===== src/design/tmdc_pkg.sv =====
// Shared types and constants of the triac motor direction controller.
`default_nettype none

package tmdc_pkg;

  // Configuration port geometry
  localparam int unsigned CFG_IDX_W  = 3;
  localparam int unsigned CFG_DATA_W = 16;

  // Configuration register indexes
  localparam logic [CFG_IDX_W-1:0] REG_INIT_DIR    = 3'd0;
  localparam logic [CFG_IDX_W-1:0] REG_SLOW_BLINK  = 3'd1;
  localparam logic [CFG_IDX_W-1:0] REG_FAST_BLINK  = 3'd2;
  localparam logic [CFG_IDX_W-1:0] REG_PULSE_ONE   = 3'd3;
  localparam logic [CFG_IDX_W-1:0] REG_PULSE_TWO   = 3'd4;
  localparam logic [CFG_IDX_W-1:0] REG_PRESCALE    = 3'd5;

  // Configuration reset values
  localparam logic        INIT_DIR_RST    = 1'b0;
  localparam logic [15:0] SLOW_BLINK_RST  = 16'd999;
  localparam logic [15:0] FAST_BLINK_RST  = 16'd1999;
  localparam logic [3:0]  PULSE_ONE_RST   = 4'd7;
  localparam logic [3:0]  PULSE_TWO_RST   = 4'd6;
  localparam logic [3:0]  PRESCALE_RST    = 4'd10;

  // Operating mode, from the two sensor bits {b, a}
  typedef enum logic [1:0] {
    MODE_OFF     = 2'd0,
    MODE_TOGGLE  = 2'd1,
    MODE_SET     = 2'd2,
    MODE_REVERSE = 2'd3
  } mode_e;

  // Speed select codes
  localparam logic [1:0] SPEED_OFF  = 2'd0;
  localparam logic [1:0] SPEED_LOW  = 2'd1;
  localparam logic [1:0] SPEED_MID  = 2'd2;
  localparam logic [1:0] SPEED_HIGH = 2'd3;

  // Drive levels
  localparam logic [1:0] LEVEL_NONE = 2'd0;
  localparam logic [1:0] LEVEL_ONE  = 2'd1;
  localparam logic [1:0] LEVEL_TWO  = 2'd2;

  // Gate register bits
  localparam logic [1:0] GATE_FWD = 2'b01;
  localparam logic [1:0] GATE_REV = 2'b10;

endpackage

`default_nettype wire


===== src/design/triac_motor_direction_ctrl.sv =====
// Top level of the triac motor direction controller.
`default_nettype none

// Each request on the input channel is one timer tick carrying the zero-cross flag, the sensor
// and speed pin samples and the two raw switch samples; each tick produces exactly one result
// holding the gate drives, the LED level, the current direction and a one-tick save request.
// A tick is captured in an input register, then counter and compare logic updates the controller
// state and loads the result register; a new tick is taken every cycle as long as results are
// drained. After reset the control step first runs on tick number (prescale_limit+1)^3; releasing
// a switch holds it off again until the last prescaler stage next wraps. Configuration registers
// are written through the plain write port while no tick is in flight; writing initial_direction
// also loads the direction.
module triac_motor_direction_ctrl
  import tmdc_pkg::*;
#(
  parameter int unsigned DEBOUNCE_SAMPLES = 5,
  parameter int unsigned BLINK_WIDTH      = 16
) (
  input  wire                   clk_i,
  input  wire                   rst_ni,
  // configuration write port
  input  wire                   cfg_we_i,
  input  wire [CFG_IDX_W-1:0]   cfg_idx_i,
  input  wire [CFG_DATA_W-1:0]  cfg_wdata_i,
  // tick request channel
  input  wire                   in_valid_i,
  output logic                  in_ready_o,
  input  wire                   zero_cross_i,
  input  wire                   sensor_a_active_i,
  input  wire                   sensor_b_active_i,
  input  wire [1:0]             speed_select_i,
  input  wire                   switch_a_pressed_i,
  input  wire                   switch_b_pressed_i,
  // result channel
  output logic                  out_valid_o,
  input  wire                   out_ready_i,
  output logic                  gate_forward_o,
  output logic                  gate_reverse_o,
  output logic                  led_on_o,
  output logic                  direction_o,
  output logic                  save_strobe_o
);

  // Compare width for the blink counter against the 16-bit periods
  localparam int unsigned CMP_W = (BLINK_WIDTH > 16) ? BLINK_WIDTH : 16;

  // ---------------------------------------------------------------------------
  // Configuration registers
  // ---------------------------------------------------------------------------
  logic [15:0] slow_blink_q, fast_blink_q;
  logic [3:0]  pulse_one_q, pulse_two_q, prescale_lim_q;

  // ---------------------------------------------------------------------------
  // Pipeline control: input register feeds the step, step loads the result
  // ---------------------------------------------------------------------------
  logic in_valid_q, out_valid_q;
  logic step_fire;   // tick in the input register is processed this cycle
  logic in_take;     // input channel handshake

  assign step_fire  = in_valid_q && (!out_valid_q || out_ready_i);
  assign in_ready_o = !in_valid_q || step_fire;
  assign in_take    = in_valid_i && in_ready_o;

  // Input register payload
  logic       zc_in_q, sens_a_q, sens_b_q, sw_a_q, sw_b_q;
  logic [1:0] speed_in_q;

  // ---------------------------------------------------------------------------
  // Controller state
  // ---------------------------------------------------------------------------
  logic [3:0]                  pulse_q, pulse_d;
  logic [BLINK_WIDTH-1:0]      blink_q, blink_d;
  logic [3:0]                  ps0_q, ps0_d, ps1_q, ps1_d, ps2_q, ps2_d;
  logic                        hold_q, hold_d;
  logic                        zc_seen_q, zc_seen_d;
  logic                        dir_q, dir_d;
  logic                        motor_q, motor_d;
  logic [1:0]                  speed_q, speed_d;
  logic                        led_q, led_d;
  logic [DEBOUNCE_SAMPLES-1:0] hist_a_q, hist_a_d, hist_b_q, hist_b_d;
  logic                        rel_a_q, rel_a_d, rel_b_q, rel_b_d;
  logic [1:0]                  gate_q, gate_d;
  logic [1:0]                  drive_q, drive_d;
  logic                        save_d;

  // Step temporaries
  logic [4:0]                  ps0_inc, ps1_inc, ps2_inc;
  logic                        wrap0, wrap1, wrap2;
  logic [DEBOUNCE_SAMPLES:0]   shift_a, shift_b;
  logic [DEBOUNCE_SAMPLES-1:0] hist_a_new, hist_b_new;
  logic                        released_a, released_b;
  logic [15:0]                 period;
  logic                        blink_on;
  mode_e                       mode;

  // Debounce windows: shift the new sample in, drop the oldest
  assign shift_a    = {hist_a_q, sw_a_q};
  assign shift_b    = {hist_b_q, sw_b_q};
  assign hist_a_new = shift_a[DEBOUNCE_SAMPLES-1:0];
  assign hist_b_new = shift_b[DEBOUNCE_SAMPLES-1:0];
  assign released_a = (hist_a_new == '0);
  assign released_b = (hist_b_new == '0);

  assign mode = mode_e'({sens_b_q, sens_a_q});

  // Prescaler chain: each stage wraps once it exceeds the limit and carries on
  assign ps0_inc = {1'b0, ps0_q} + 5'd1;
  assign wrap0   = ps0_inc > {1'b0, prescale_lim_q};
  assign ps1_inc = {1'b0, ps1_q} + {4'd0, wrap0};
  assign wrap1   = ps1_inc > {1'b0, prescale_lim_q};
  assign ps2_inc = {1'b0, ps2_q} + {4'd0, wrap1};
  assign wrap2   = ps2_inc > {1'b0, prescale_lim_q};

  always_comb begin
    // free-running part of the tick
    pulse_d   = (pulse_q != 4'd0) ? pulse_q - 4'd1 : pulse_q;
    blink_d   = blink_q + {{(BLINK_WIDTH-1){1'b0}}, 1'b1};
    ps0_d     = wrap0 ? 4'd0 : ps0_inc[3:0];
    ps1_d     = wrap1 ? 4'd0 : ps1_inc[3:0];
    ps2_d     = wrap2 ? 4'd0 : ps2_inc[3:0];
    hold_d    = wrap2 ? 1'b0 : hold_q;
    zc_seen_d = zc_seen_q | zc_in_q;

    dir_d    = dir_q;
    motor_d  = motor_q;
    speed_d  = speed_q;
    led_d    = led_q;
    hist_a_d = hist_a_q;
    hist_b_d = hist_b_q;
    rel_a_d  = rel_a_q;
    rel_b_d  = rel_b_q;
    gate_d   = gate_q;
    drive_d  = drive_q;
    save_d   = 1'b0;
    period   = slow_blink_q;
    blink_on = 1'b0;

    if (!hold_d) begin
      // Level and LED follow the speed bits sampled on the last control step
      if (motor_q) begin
        case (speed_q)
          SPEED_LOW, SPEED_HIGH: begin
            drive_d  = LEVEL_ONE;
            period   = slow_blink_q;
            blink_on = 1'b1;
          end
          SPEED_MID: begin
            drive_d  = LEVEL_TWO;
            period   = fast_blink_q;
            blink_on = 1'b1;
          end
          default: begin
            drive_d = LEVEL_NONE;
            led_d   = 1'b1;
          end
        endcase
        if (blink_on && (CMP_W'(blink_d) > CMP_W'(period))) begin
          blink_d = '0;
          led_d   = ~led_q;
        end
      end else begin
        led_d = 1'b1;
      end

      speed_d = speed_in_q;

      case (mode)
        MODE_TOGGLE: begin
          motor_d  = 1'b1;
          hist_a_d = hist_a_new;
          if (released_a != rel_a_q) begin
            rel_a_d = released_a;
            if (released_a) begin
              save_d = 1'b1;
              hold_d = 1'b1;
            end else begin
              dir_d = ~dir_q;
            end
          end
        end
        MODE_SET: begin
          motor_d  = 1'b1;
          hist_a_d = hist_a_new;
          hist_b_d = hist_b_new;
          if (released_a != rel_a_q) begin
            rel_a_d = released_a;
            if (released_a) begin
              save_d = 1'b1;
              hold_d = 1'b1;
            end else begin
              dir_d = 1'b0;
            end
          end
          // switch b wins when both are pressed in the same tick
          if (released_b != rel_b_q) begin
            rel_b_d = released_b;
            if (released_b) begin
              save_d = 1'b1;
              hold_d = 1'b1;
            end else begin
              dir_d = 1'b1;
            end
          end
        end
        MODE_REVERSE: begin
          dir_d   = 1'b0;
          motor_d = 1'b1;
        end
        default: begin
          drive_d = LEVEL_NONE;
          motor_d = 1'b0;
        end
      endcase

      // Serve a latched zero cross: load the pulse for the current level
      if (zc_seen_d) begin
        zc_seen_d = 1'b0;
        case (drive_d)
          LEVEL_ONE: pulse_d = pulse_one_q;
          LEVEL_TWO: pulse_d = pulse_two_q;
          default:   pulse_d = 4'd0;
        endcase
      end

      // Gate bits only accumulate while the pulse runs
      if (pulse_d != 4'd0) begin
        gate_d = gate_q | (dir_d ? GATE_FWD : GATE_REV);
      end else begin
        gate_d = 2'b00;
      end
    end
  end

  // ---------------------------------------------------------------------------
  // Control and state registers
  // ---------------------------------------------------------------------------
  always_ff @(posedge clk_i or negedge rst_ni) begin
    if (!rst_ni) begin
      in_valid_q     <= 1'b0;
      out_valid_q    <= 1'b0;
      slow_blink_q   <= SLOW_BLINK_RST;
      fast_blink_q   <= FAST_BLINK_RST;
      pulse_one_q    <= PULSE_ONE_RST;
      pulse_two_q    <= PULSE_TWO_RST;
      prescale_lim_q <= PRESCALE_RST;
      pulse_q        <= 4'd0;
      blink_q        <= '0;
      ps0_q          <= 4'd0;
      ps1_q          <= 4'd0;
      ps2_q          <= 4'd0;
      hold_q         <= 1'b1;
      zc_seen_q      <= 1'b0;
      dir_q          <= INIT_DIR_RST;
      motor_q        <= 1'b0;
      speed_q        <= SPEED_OFF;
      led_q          <= 1'b1;
      hist_a_q       <= '0;
      hist_b_q       <= '0;
      rel_a_q        <= 1'b1;
      rel_b_q        <= 1'b1;
      gate_q         <= 2'b00;
      drive_q        <= LEVEL_NONE;
    end else begin
      // advance the two-stage handshake
      if (in_ready_o) begin
        in_valid_q <= in_valid_i;
      end
      if (step_fire) begin
        out_valid_q <= 1'b1;
      end else if (out_ready_i) begin
        out_valid_q <= 1'b0;
      end

      if (step_fire) begin
        pulse_q   <= pulse_d;
        blink_q   <= blink_d;
        ps0_q     <= ps0_d;
        ps1_q     <= ps1_d;
        ps2_q     <= ps2_d;
        hold_q    <= hold_d;
        zc_seen_q <= zc_seen_d;
        dir_q     <= dir_d;
        motor_q   <= motor_d;
        speed_q   <= speed_d;
        led_q     <= led_d;
        hist_a_q  <= hist_a_d;
        hist_b_q  <= hist_b_d;
        rel_a_q   <= rel_a_d;
        rel_b_q   <= rel_b_d;
        gate_q    <= gate_d;
        drive_q   <= drive_d;
      end

      // The user must send configuration writes only while idle; the block does not enforce it.
      // An unknown index is dropped. The initial direction only matters at the moment it is written.
      if (cfg_we_i) begin
        case (cfg_idx_i)
          REG_INIT_DIR:   dir_q          <= cfg_wdata_i[0];
          REG_SLOW_BLINK: slow_blink_q   <= cfg_wdata_i;
          REG_FAST_BLINK: fast_blink_q   <= cfg_wdata_i;
          REG_PULSE_ONE:  pulse_one_q    <= cfg_wdata_i[3:0];
          REG_PULSE_TWO:  pulse_two_q    <= cfg_wdata_i[3:0];
          REG_PRESCALE:   prescale_lim_q <= cfg_wdata_i[3:0];
          default: ;
        endcase
      end
    end
  end

  // ---------------------------------------------------------------------------
  // Payload registers: input capture and result
  // ---------------------------------------------------------------------------
  always_ff @(posedge clk_i) begin
    if (in_take) begin
      zc_in_q    <= zero_cross_i;
      sens_a_q   <= sensor_a_active_i;
      sens_b_q   <= sensor_b_active_i;
      speed_in_q <= speed_select_i;
      sw_a_q     <= switch_a_pressed_i;
      sw_b_q     <= switch_b_pressed_i;
    end
    if (step_fire) begin
      gate_forward_o <= gate_d[0];
      gate_reverse_o <= gate_d[1];
      led_on_o       <= led_d;
      direction_o    <= dir_d;
      save_strobe_o  <= save_d;
    end
  end

  assign out_valid_o = out_valid_q;

endmodule

`default_nettype wire

===== config.mk =====
export PLATFORM = sky130hd
export DESIGN_NAME = triac_motor_direction_ctrl
export DESIGN_NICKNAME = d
export VERILOG_FILES = /design/src/design/tmdc_pkg.sv /design/src/design/triac_motor_direction_ctrl.sv
export SDC_FILE = /design/constraint.sdc
export NUM_CORES = 1
export LEC_CHECK = 0
export BUFFER_PORTS_ARGS = -buffer_cell sky130_fd_sc_hd__buf_2
export CAP_MARGIN = 20
export CORE_ASPECT_RATIO = 0.7
export CORE_MARGIN = 2
export CORE_UTILIZATION = 45
export CTS_CLUSTER_DIAMETER = 200
export DETAILED_ROUTE_END_ITERATION = 8
export HOLD_SLACK_MARGIN = 0.05
export PLACE_DENSITY = 0.6
export SYNTH_ARGS = -nofsm -noshare
export SYNTH_HDL_FRONTEND = slang
export SYNTH_SLANG_ARGS = --single-unit

===== constraint.sdc =====
create_clock -name clk_i -period 15.95 [get_ports clk_i]
set_clock_uncertainty 0.2 [all_clocks]
set_input_delay 3.9875 -clock clk_i [delete_from_list [all_inputs] [get_ports clk_i]]
set_output_delay 3.9875 -clock clk_i [all_outputs]
set_load 0.05 [all_outputs]

; Yosys cells after proc, flatten, opt, wreduce, memory -nomap -nowiden
; Index checks and enable logic that the tools add are counted.
[totals]
reg_bits = 111
input_bits = 31
wordCells = 142
[classes]
addsub = 5
n_lt_le_gt_ge = 4
n_eq_ne = 15
mux = 51
n_bitwise = 5
n_reduce_logical = 27
[ops]
columns = op, n
row1 = $mux W16, 6
row2 = $mux W1, 28
row3 = $mux W4, 7
row4 = $add A16 B1 Y16 const B, 1
row5 = $gt A16 B16 Y1, 1
row6 = $gt A5 B4 Y1, 3
row7 = $mux W2, 6
row8 = $reduce_and A2 Y1, 6
row9 = $add A4 B1 Y5, 2
row10 = $eq A2 B2 Y1 const B, 5
row11 = $logic_not A5 Y1, 2
row12 = $pmux W4 S2, 1
row13 = $reduce_and A4 Y1, 2
row14 = $reduce_bool A4 Y1, 2
row15 = $eq A2 B1 Y1 const B, 3
row16 = $eq A3 B2 Y1 const B, 2
row17 = $eq A3 B3 Y1 const B, 2
row18 = $reduce_and A3 Y1, 2
row19 = $reduce_or A3 Y1, 2
row20 = $add A4 B1 Y5 const B, 1
row21 = $pmux W2 S2, 1
row22 = $reduce_or A2 Y1, 2
row23 = $sub A4 B1 Y4 const B, 1
row24 = $eq A3 B1 Y1 const B, 1
row25 = other kinds (11), 18

; Logic depth before layout (Yosys ltp)
; Gate-level depths: netlist of the first run.
[depth]
ltp_word = 15
mapped_depth = 26
ltp_nobuf = 25

; Worst setup path after synthesis of the first run
; No wires, ideal clock.
[synth_timing]
path_type = input-to-output
from = in out_ready_i
to = out in_ready_o
t_arrival_ns = 4.471
required_ns = 11.763
path_slack_ns = 7.292
stages = 1
path_buffers = 0
path_cell_list = nand3b_1
[synth_between]
elab_chain_cells = 3
[synth_lines]
columns = item, line_no
row1 = start: declaration, triac_motor_direction_ctrl.sv:36  ; input wire out_ready_i,
row2 = $logic_or A1 B1 Y1, triac_motor_direction_ctrl.sv:60  ; assign step_fire = in_valid_q && (!out_valid_q || out_ready_i);
row3 = $logic_and A1 B1 Y1, triac_motor_direction_ctrl.sv:60
row4 = $logic_or A1 B1 Y1, triac_motor_direction_ctrl.sv:61  ; assign in_ready_o = !in_valid_q || step_fire;
row5 = end: declaration, triac_motor_direction_ctrl.sv:27  ; output logic in_ready_o,
; Every way passes these cells.

; Final worst setup path of the first run
; Same ends and word-level chain as after synthesis.

==> metrics.md, run 1 <==
| Metric | Value |
|---|---|
| Status | finished, final reports clean |
| Root Buffer | clkbuf_16 |
| Max cap viols | 0 |
| IO Pins | 38 |
| Most numerous cell in the Yosys netlist | dfrtp_1 |
| H-tree depth | 3 |
| Initial antenna violation count | 0 |
| Routed via count | between 4,000 and 5,000 |
| Critical R2R Capture | hist_b_q[0] |
| Leading area contributor after synthesis | dfrtp_1 |
| Max Fclk | about 120 MHz |
| Maximum number of pins on one net before global-route repair | between 50 and 60 |
| Slew margin rel. | 0.334 |
| Type of origin of the critical path | input pin |
| Int Power | ~0.00070 W |
| Yosys warns | 0 |
| Final hold vios | 0 |
| Share of cells above drive strength 1 | 0.281 |
| Slowest stage delay, CP | about 230 ps |
| Final Power | ~0.0012 W |
| First-pass DRT Iterations | 4 |
| Asr flop ratio synth | 0.892 |
| CTS buffer count | 9 |
| Hold Crit Class | flip-flop to flip-flop |
| Crit path required time | between 10,000 and 15,000 ps |
| CP startpoint | out_ready_i |
| P_leak | 2.99 nW |
| Post-CTS Setup Inserts | 0 |
| Crit path kind | input pin to output port |
| Width of the die | approximately 140 um |
| Critical path arrival | 4500 ps |
| Seq/Total Area, Yosys | 0.462 |
| Final net count | roughly 670 |
| Sw Ratio | 0.390 |
| Avg Cell Area, Syn | 11.0 um2 |
| Post-synth EDFFs | 12 |
| Sw power | about 0.00045 W |
| Synthesized Nets | around 640 |
| Post-CTS sizing | 0 |
| Seq cells post-synth | 111 |
| Critical Path Sink Type | output port |
| Reg2reg start | ps0_q[0] |
| RSZ-0062 raised after global routing | false |
| Power Dens Cells | 168 nW/um2 |
| Cell mode on critical path | buf_2 |
| Clock network fraction of total power | 0.190 |
| Design Area, Final | 6890 um2 |
| Post-route DRC | 0 |
| Netlist cell types | 66 |
| DIE HEIGHT | between 100 and 150 um |
| Reg-to-reg slack, setup | 8650 ps |
| Crit-path max FO | 3 |
| Core area | between 10,000 and 15,000 um2 |
| Synth top area share | 0.286 |
| P&R area growth vs syn | 10.8% |
| Port-buffer cells | 37 |
| Filler cell count | about 1,200 |
| Clk slew on worst S/H paths | ~80 ps |
| Post-Synthesis Cells | between 500 and 600 |
| CTS tree | built |
| Number of routed nets with antenna violations | 0 |
| Hold-fix buffers at CTS | 0 |
| Critical Path End | in_ready_o |
| Placement Cell Area | roughly 6600 um2 |
| Top post-synthesis cells by count | dfrtp_1 (71), nand2_1 (56), mux2_2 (54), ha_1 (43), o21ai_0 (30) |
| Reg power frac | 0.387 |
| Post-route minimum period | about 8700 ps |
| DRT iter0 DRCs | around 190 |
| VDD IR-drop max | 64.1 uV |
| CP max-delay cell | buf_2 |
| Die ar. | about 15,000 um2 |
| CTS sink cnt | about 110 |
| Avg WL per Cell | around 16 um |
| Worst-Margin Slew | 999 ps |
| HPWL Detailed | 9330 um |
| Initial Util | 0.467 |
| Vias in the first global route | roughly 4,200 |
| Worst-skew pair later-pin latency | 350 ps |
| Cell area after synthesis | approximately 6200 um2 |
| Num rows | 35 |
| Total routed wirelength | 12,600 um |
| Hold Crit Depth | 2 |
| Fin crit share | 0.545 |
| Drt via density | ~5.4 |
| Ranking of synthesized cells by area | dfrtp_1 (29%), dfstp_2 (12%), mux2_2 (9.8%) |
| Worst path cell trace | buf_2 > nand3b_1 > buf_2 |
| First-pass GRT wire length | about 21,000 um |
| Global route total overflow | 0 |
| CTS max path bufs | 2 |
| GRT Util Overall | 0.182 |
| Comb power frac | 0.422 |
| Ys flop type | dfrtp_1 |
| Setup TNS | 0 ps |
| Final Util | 0.517 |
| Max-slew violation count | 0 |
| R2R cell count | 25 |
| Antenna fix cells | 0 |
| Final setup fails | 0 |
| Final Wtd Congestion | 0.817 |
[registers in the layout, summed over array words and instances, names as in the netlist, 2 cells and up]
signal / count
speed_q: 2
ps1_q: 4
hist_b_q: 4
pulse_one_q: 4
fast_blink_q: 16
gate_q: 2
pulse_q: 4
hist_a_q: 4
drive_q: 2
ps2_q: 4
blink_q: 16
pulse_two_q: 4
slow_blink_q: 16
speed_in_q: 2
prescale_lim_q: 4
ps0_q: 4
[layout by cell type, fill, tap and decap left out, types with 7 or more instances in the layout]
| master | n |
|---|---|
| nand2_1 | 56 |
| xor2_1 | 10 |
| nor2_1 | 24 |
| dfrtp_1 | 71 |
| mux2_2 | 54 |
| inv_1 | 25 |
| nand4_1 | 7 |
| clkbuf_16 | 9 |
| edfxtp_1 | 12 |
| a22o_1 | 10 |
| ha_1 | 43 |
| dfstp_2 | 28 |
| nor3_1 | 11 |
| mux2i_1 | 21 |
| xnor2_1 | 10 |
| nand3_1 | 15 |
| buf_2 | 36 |
| o21ai_0 | 30 |
| nor2b_1 | 7 |
| a21oi_1 | 19 |
| a22oi_1 | 8 |
[layer usage]
layer	vias to the layer above	global-route usage	routed length, um
met3	10	0.0314	491
met2	66	0.278	5370
met5	-	0	0
met4	0	0.0336	93
met1	2092	0.275	6640
li1	2096	-	-
[final cells by class]
cell class | instances | area (um2) | share of cell area
clock buffer | 9 | 225 | 0.0327
clock inverter | 7 | 60.1 | 0.00872
inverter | 25 | 93.8 | 0.0136
multi-input combinational | 407 | 3160 | 0.458
sequential | 111 | 2870 | 0.417
tap | 185 | 231 | 0.0336
timing repair buffer | 43 | 248 | 0.0360
[worst min-delay path by stage]
stage | slack, ps | start | end
finish | 250 | speed_in_q[0] | speed_q[0]
CTS | 250 | speed_in_q[0] | speed_q[0]
detailed placement | 230 | speed_in_q[0] | speed_q[0]
global placement | 230 | speed_in_q[1] | speed_q[1]
global route | 270 | speed_in_q[0] | speed_q[0]
floorplan | 210 | speed_in_q[0] | speed_q[0]
[kinds of logic after synthesis]
group           after synthesis  share of synthesized area
fa+ha+maj                    43                     0.0865
flops                       111                      0.462
mux                          75                      0.132
simple gates                165                      0.139
buf+inv                      45                     0.0354
compound gates              104                      0.117
xor+xnor                     20                     0.0282
[stage by stage]
step	setup WS, ps	std cells	hold slack, ps
6_report	7260	787	253
2_1_floorplan	7290	563	215
3_3_place_gp	7280	769	228
5_1_grt	7230	787	273
3_5_place_dp	7270	771	234
4_1_cts	7270	787	254
[critical path, delay by kind of cell]
family                 cells  cell delay (ps)
buffers and inverters      2              330
and+or+nand+nor            1              180
[power groups by stage]
stage | Sequential (W) | Clock, W | Combinational, W
final | 0.000447 | 0.000220 | 0.000487
after global routing | 0.000460 | 0.000237 | 0.000552
after CTS | 0.000447 | 0.000226 | 0.000490
after detailed placement | 0.000451 | 0 | 0.000488
after global placement | 0.000446 | 0 | 0.000465
after floorplan | 0.000445 | 0 | 0.000378
No activity file was read; power rests on OpenSTA's default activity.
==> run 2: changes to the inputs <==
==> constraint.sdc (replaced) <==
create_clock -name clk_i -period 8.5 [get_ports clk_i]
set_clock_uncertainty 0.2 [all_clocks]
set_input_delay 2.125 -clock clk_i [delete_from_list [all_inputs] [get_ports clk_i]]
set_output_delay 2.125 -clock clk_i [all_outputs]
set_load 0.05 [all_outputs]
==> metrics.md, run 2 (synthesis gave the netlist of run 1 again) <==
| Metric | Value |
|---|---|
| Drt via density | 5.42 (about the same) |
| Initial antenna violation count | 0 (unchanged) |
| CTS buffer count | 9 (unchanged) |
| Num rows | 35 (unchanged) |
| Crit path kind | flip-flop to flip-flop (was input pin to output port) |
| Crit-path max FO | 21 (was 3) |
| Max-slew violation count | 0 (unchanged) |
| Core area | 13,300 um2 (unchanged) |
| Critical path arrival | 6680 ps (was 4500 ps) |
| Final net count | 672 (was 671) |
| Initial Util | 0.467 (unchanged) |
| CTS tree | built (unchanged) |
| Routed via count | 4,273 (was 4,264) |
| CTS sink cnt | 111 (unchanged) |
| Port-buffer cells | 37 (unchanged) |
| Status | finished, final reports clean (unchanged) |
| Setup TNS | 0 ps (unchanged) |
| VDD IR-drop max | 134 uV (was 64.1 uV) |
| Number of routed nets with antenna violations | 0 (unchanged) |
| Power Dens Cells | 313 nW/um2 (was 168 nW/um2) |
| Min-delay src | speed_in_q[1] (was speed_in_q[0]) |
| Worst-Margin Slew | 747 ps (was 999 ps) |
| RSZ-0062 raised after global routing | false (unchanged) |
| Antenna fix cells | 0 (unchanged) |
| Commonest non-fill, non-tap cell in the layout | dfrtp_1 (unchanged) |
| CTS max path bufs | 2 (unchanged) |
| Maximum number of pins on one net before global-route repair | 58 (was 53) |
| Most frequent cells in the layout | dfrtp_1 (71), nand2_1 (56), mux2_2 (54) (unchanged) |
| Post-route DRC | 0 (unchanged) |
| H-tree depth | 3 (unchanged) |
| Final Power | 0.00216 W (was 0.00115 W) |
| HPWL Detailed | 9240 um (was 9330 um) |
| Reg2reg start | ps0_q[0] (unchanged) |
| DIE HEIGHT | 102 um (unchanged) |
| Critical R2R Capture | hist_b_q[1] (was hist_b_q[0]) |
| Fin crit share | 0.782 |
| Share of cells above drive strength 1 | 0.282 (was 0.281) |
| Top Registers | blink_q x16, fast_blink_q x16, slow_blink_q x16 (unchanged) |
| P_leak | 3.00 nW (was 2.99 nW) |
| R2R cell count | 26 (was 25) |
| Hold-fix buffers at CTS | 0 (unchanged) |
| Final Util | 0.518 (was 0.517) |
| Vias in the first global route | 4,187 (was 4,213) |
| Global route total overflow | 0 (unchanged) |
| Reg-to-reg slack, setup | 1860 ps (was 8650 ps) |
| Max cap viols | 0 (unchanged) |
| Max Fclk | approximately 150 MHz |
| P&R area growth vs syn | 11.0% (was 10.8%) |
| Post-route minimum period | 6640 ps |
| Type of origin of the critical path | flip-flop (was input pin) |
| Avg WL per Cell | 15.8 um (was 16.0 um) |
| Final hold vios | 0 (unchanged) |
| Die ar. | 14,800 um2 (unchanged) |
| Hold Crit Class | flip-flop to flip-flop (unchanged) |
| Final setup fails | 0 (unchanged) |
| First-pass GRT wire length | 20,900 um (was 21,200 um) |
| Total routed wirelength | 12,500 um (was 12,600 um) |
| Root Buffer | clkbuf_16 (unchanged) |
| Critical Path Sink Type | flip-flop (was output port) |
| DRT iter0 DRCs | 169 (was 194) |
| Non-Filler Instances | 788 (was 787) |
| Worst-skew pair later-pin latency | 350 ps (about the same) |
| First-pass DRT Iterations | 4 (unchanged) |
| Placed Cells | 771 (unchanged) |
| Hold Crit Depth | 2 (unchanged) |
| Width of the die | 145 um (unchanged) |
| Slew margin rel. | 0.502 (was 0.334) |
| Final Wtd Congestion | 0.783 (was 0.817) |
| IO Pins | 38 (unchanged) |
| Crit path required time | 8530 ps (was 11,760 ps) |
| Post-CTS Setup Inserts | 0 (unchanged) |
| Post-CTS sizing | 0 (unchanged) |
| WHS Endpoint | speed_q[1] (was speed_q[0]) |
| GRT Util Overall | 0.181 (was 0.182) |
| Clk slew on worst S/H paths | 80 ps (about the same) |
-- run 2: worst max-delay path by stage --
stage                   from     endpoint  slack [ps]  cells after the start
global route        ps0_q[0]  hist_b_q[1]        1440                     26
CTS                 ps0_q[0]  hist_b_q[1]        1850                     26
finish              ps0_q[0]  hist_b_q[1]        1860                     26
floorplan           ps0_q[0]      rel_a_q        2660                     26
global placement    ps0_q[0]  hist_b_q[0]        2110                     26
detailed placement  ps0_q[0]  hist_b_q[1]        1860                     26
-- run 2: cell type report --
type	instances	area (um2)
fill	1189	6410
multi-input combinational	407	3160
sequential	111	2870
timing repair buffer	44	255
tap	185	231
clock buffer	10	229
inverter	25	93.8
clock inverter	6	60.1
-- run 2: layer usage --
| layer | global-route usage | up-vias | wire length, um |
|---|---|---|---|
| met5 | 0 | - | 0 |
| li1 | - | 2112 | - |
| met3 | 0.0380 | 9 | 383 |
| met2 | 0.268 | 56 | 5220 |
| met4 | 0.0358 | 0 | 102 |
| met1 | 0.277 | 2096 | 6770 |
-- run 2: through the flow --
| stage | hold slack [ps] | setup WS, ps | cell area, um2 |
|---|---|---|---|
| 5_1_grt | 276 | 1440 | 6900 |
| 2_1_floorplan | 215 | 2660 | 6220 |
| 3_3_place_gp | 248 | 2110 | 6580 |
| 6_report | 251 | 1860 | 6900 |
| 3_5_place_dp | 234 | 1860 | 6600 |
| 4_1_cts | 255 | 1850 | 6890 |
-- run 2: where the power goes --
part | switching (W) | internal [W]
Combinational | 0.000507 | 0.000403
Sequential | 0.000122 | 0.000715
Clock | 0.000208 | 0.000207
-- run 2: worst max-delay path: stages, from the launching register on --
cell and delay, ps:
dfrtp_1 420, ha_1 330, ha_1 290, nor2b_1 130
o21a_1 160, o21a_1 160, o21ai_0 410, nand2_1 110
ha_1 220, ha_1 300, ha_1 300, nor2b_1 130
o21a_1 160, o21a_1 150, o21ai_0 310, nand2_1 100
ha_1 220, ha_1 240, xor2_1 180, ha_1 290
and4_1 210, and3_2 200, a21oi_2 100, buf_4 250
and2_1 380, nand2_1 250, mux2_2 330
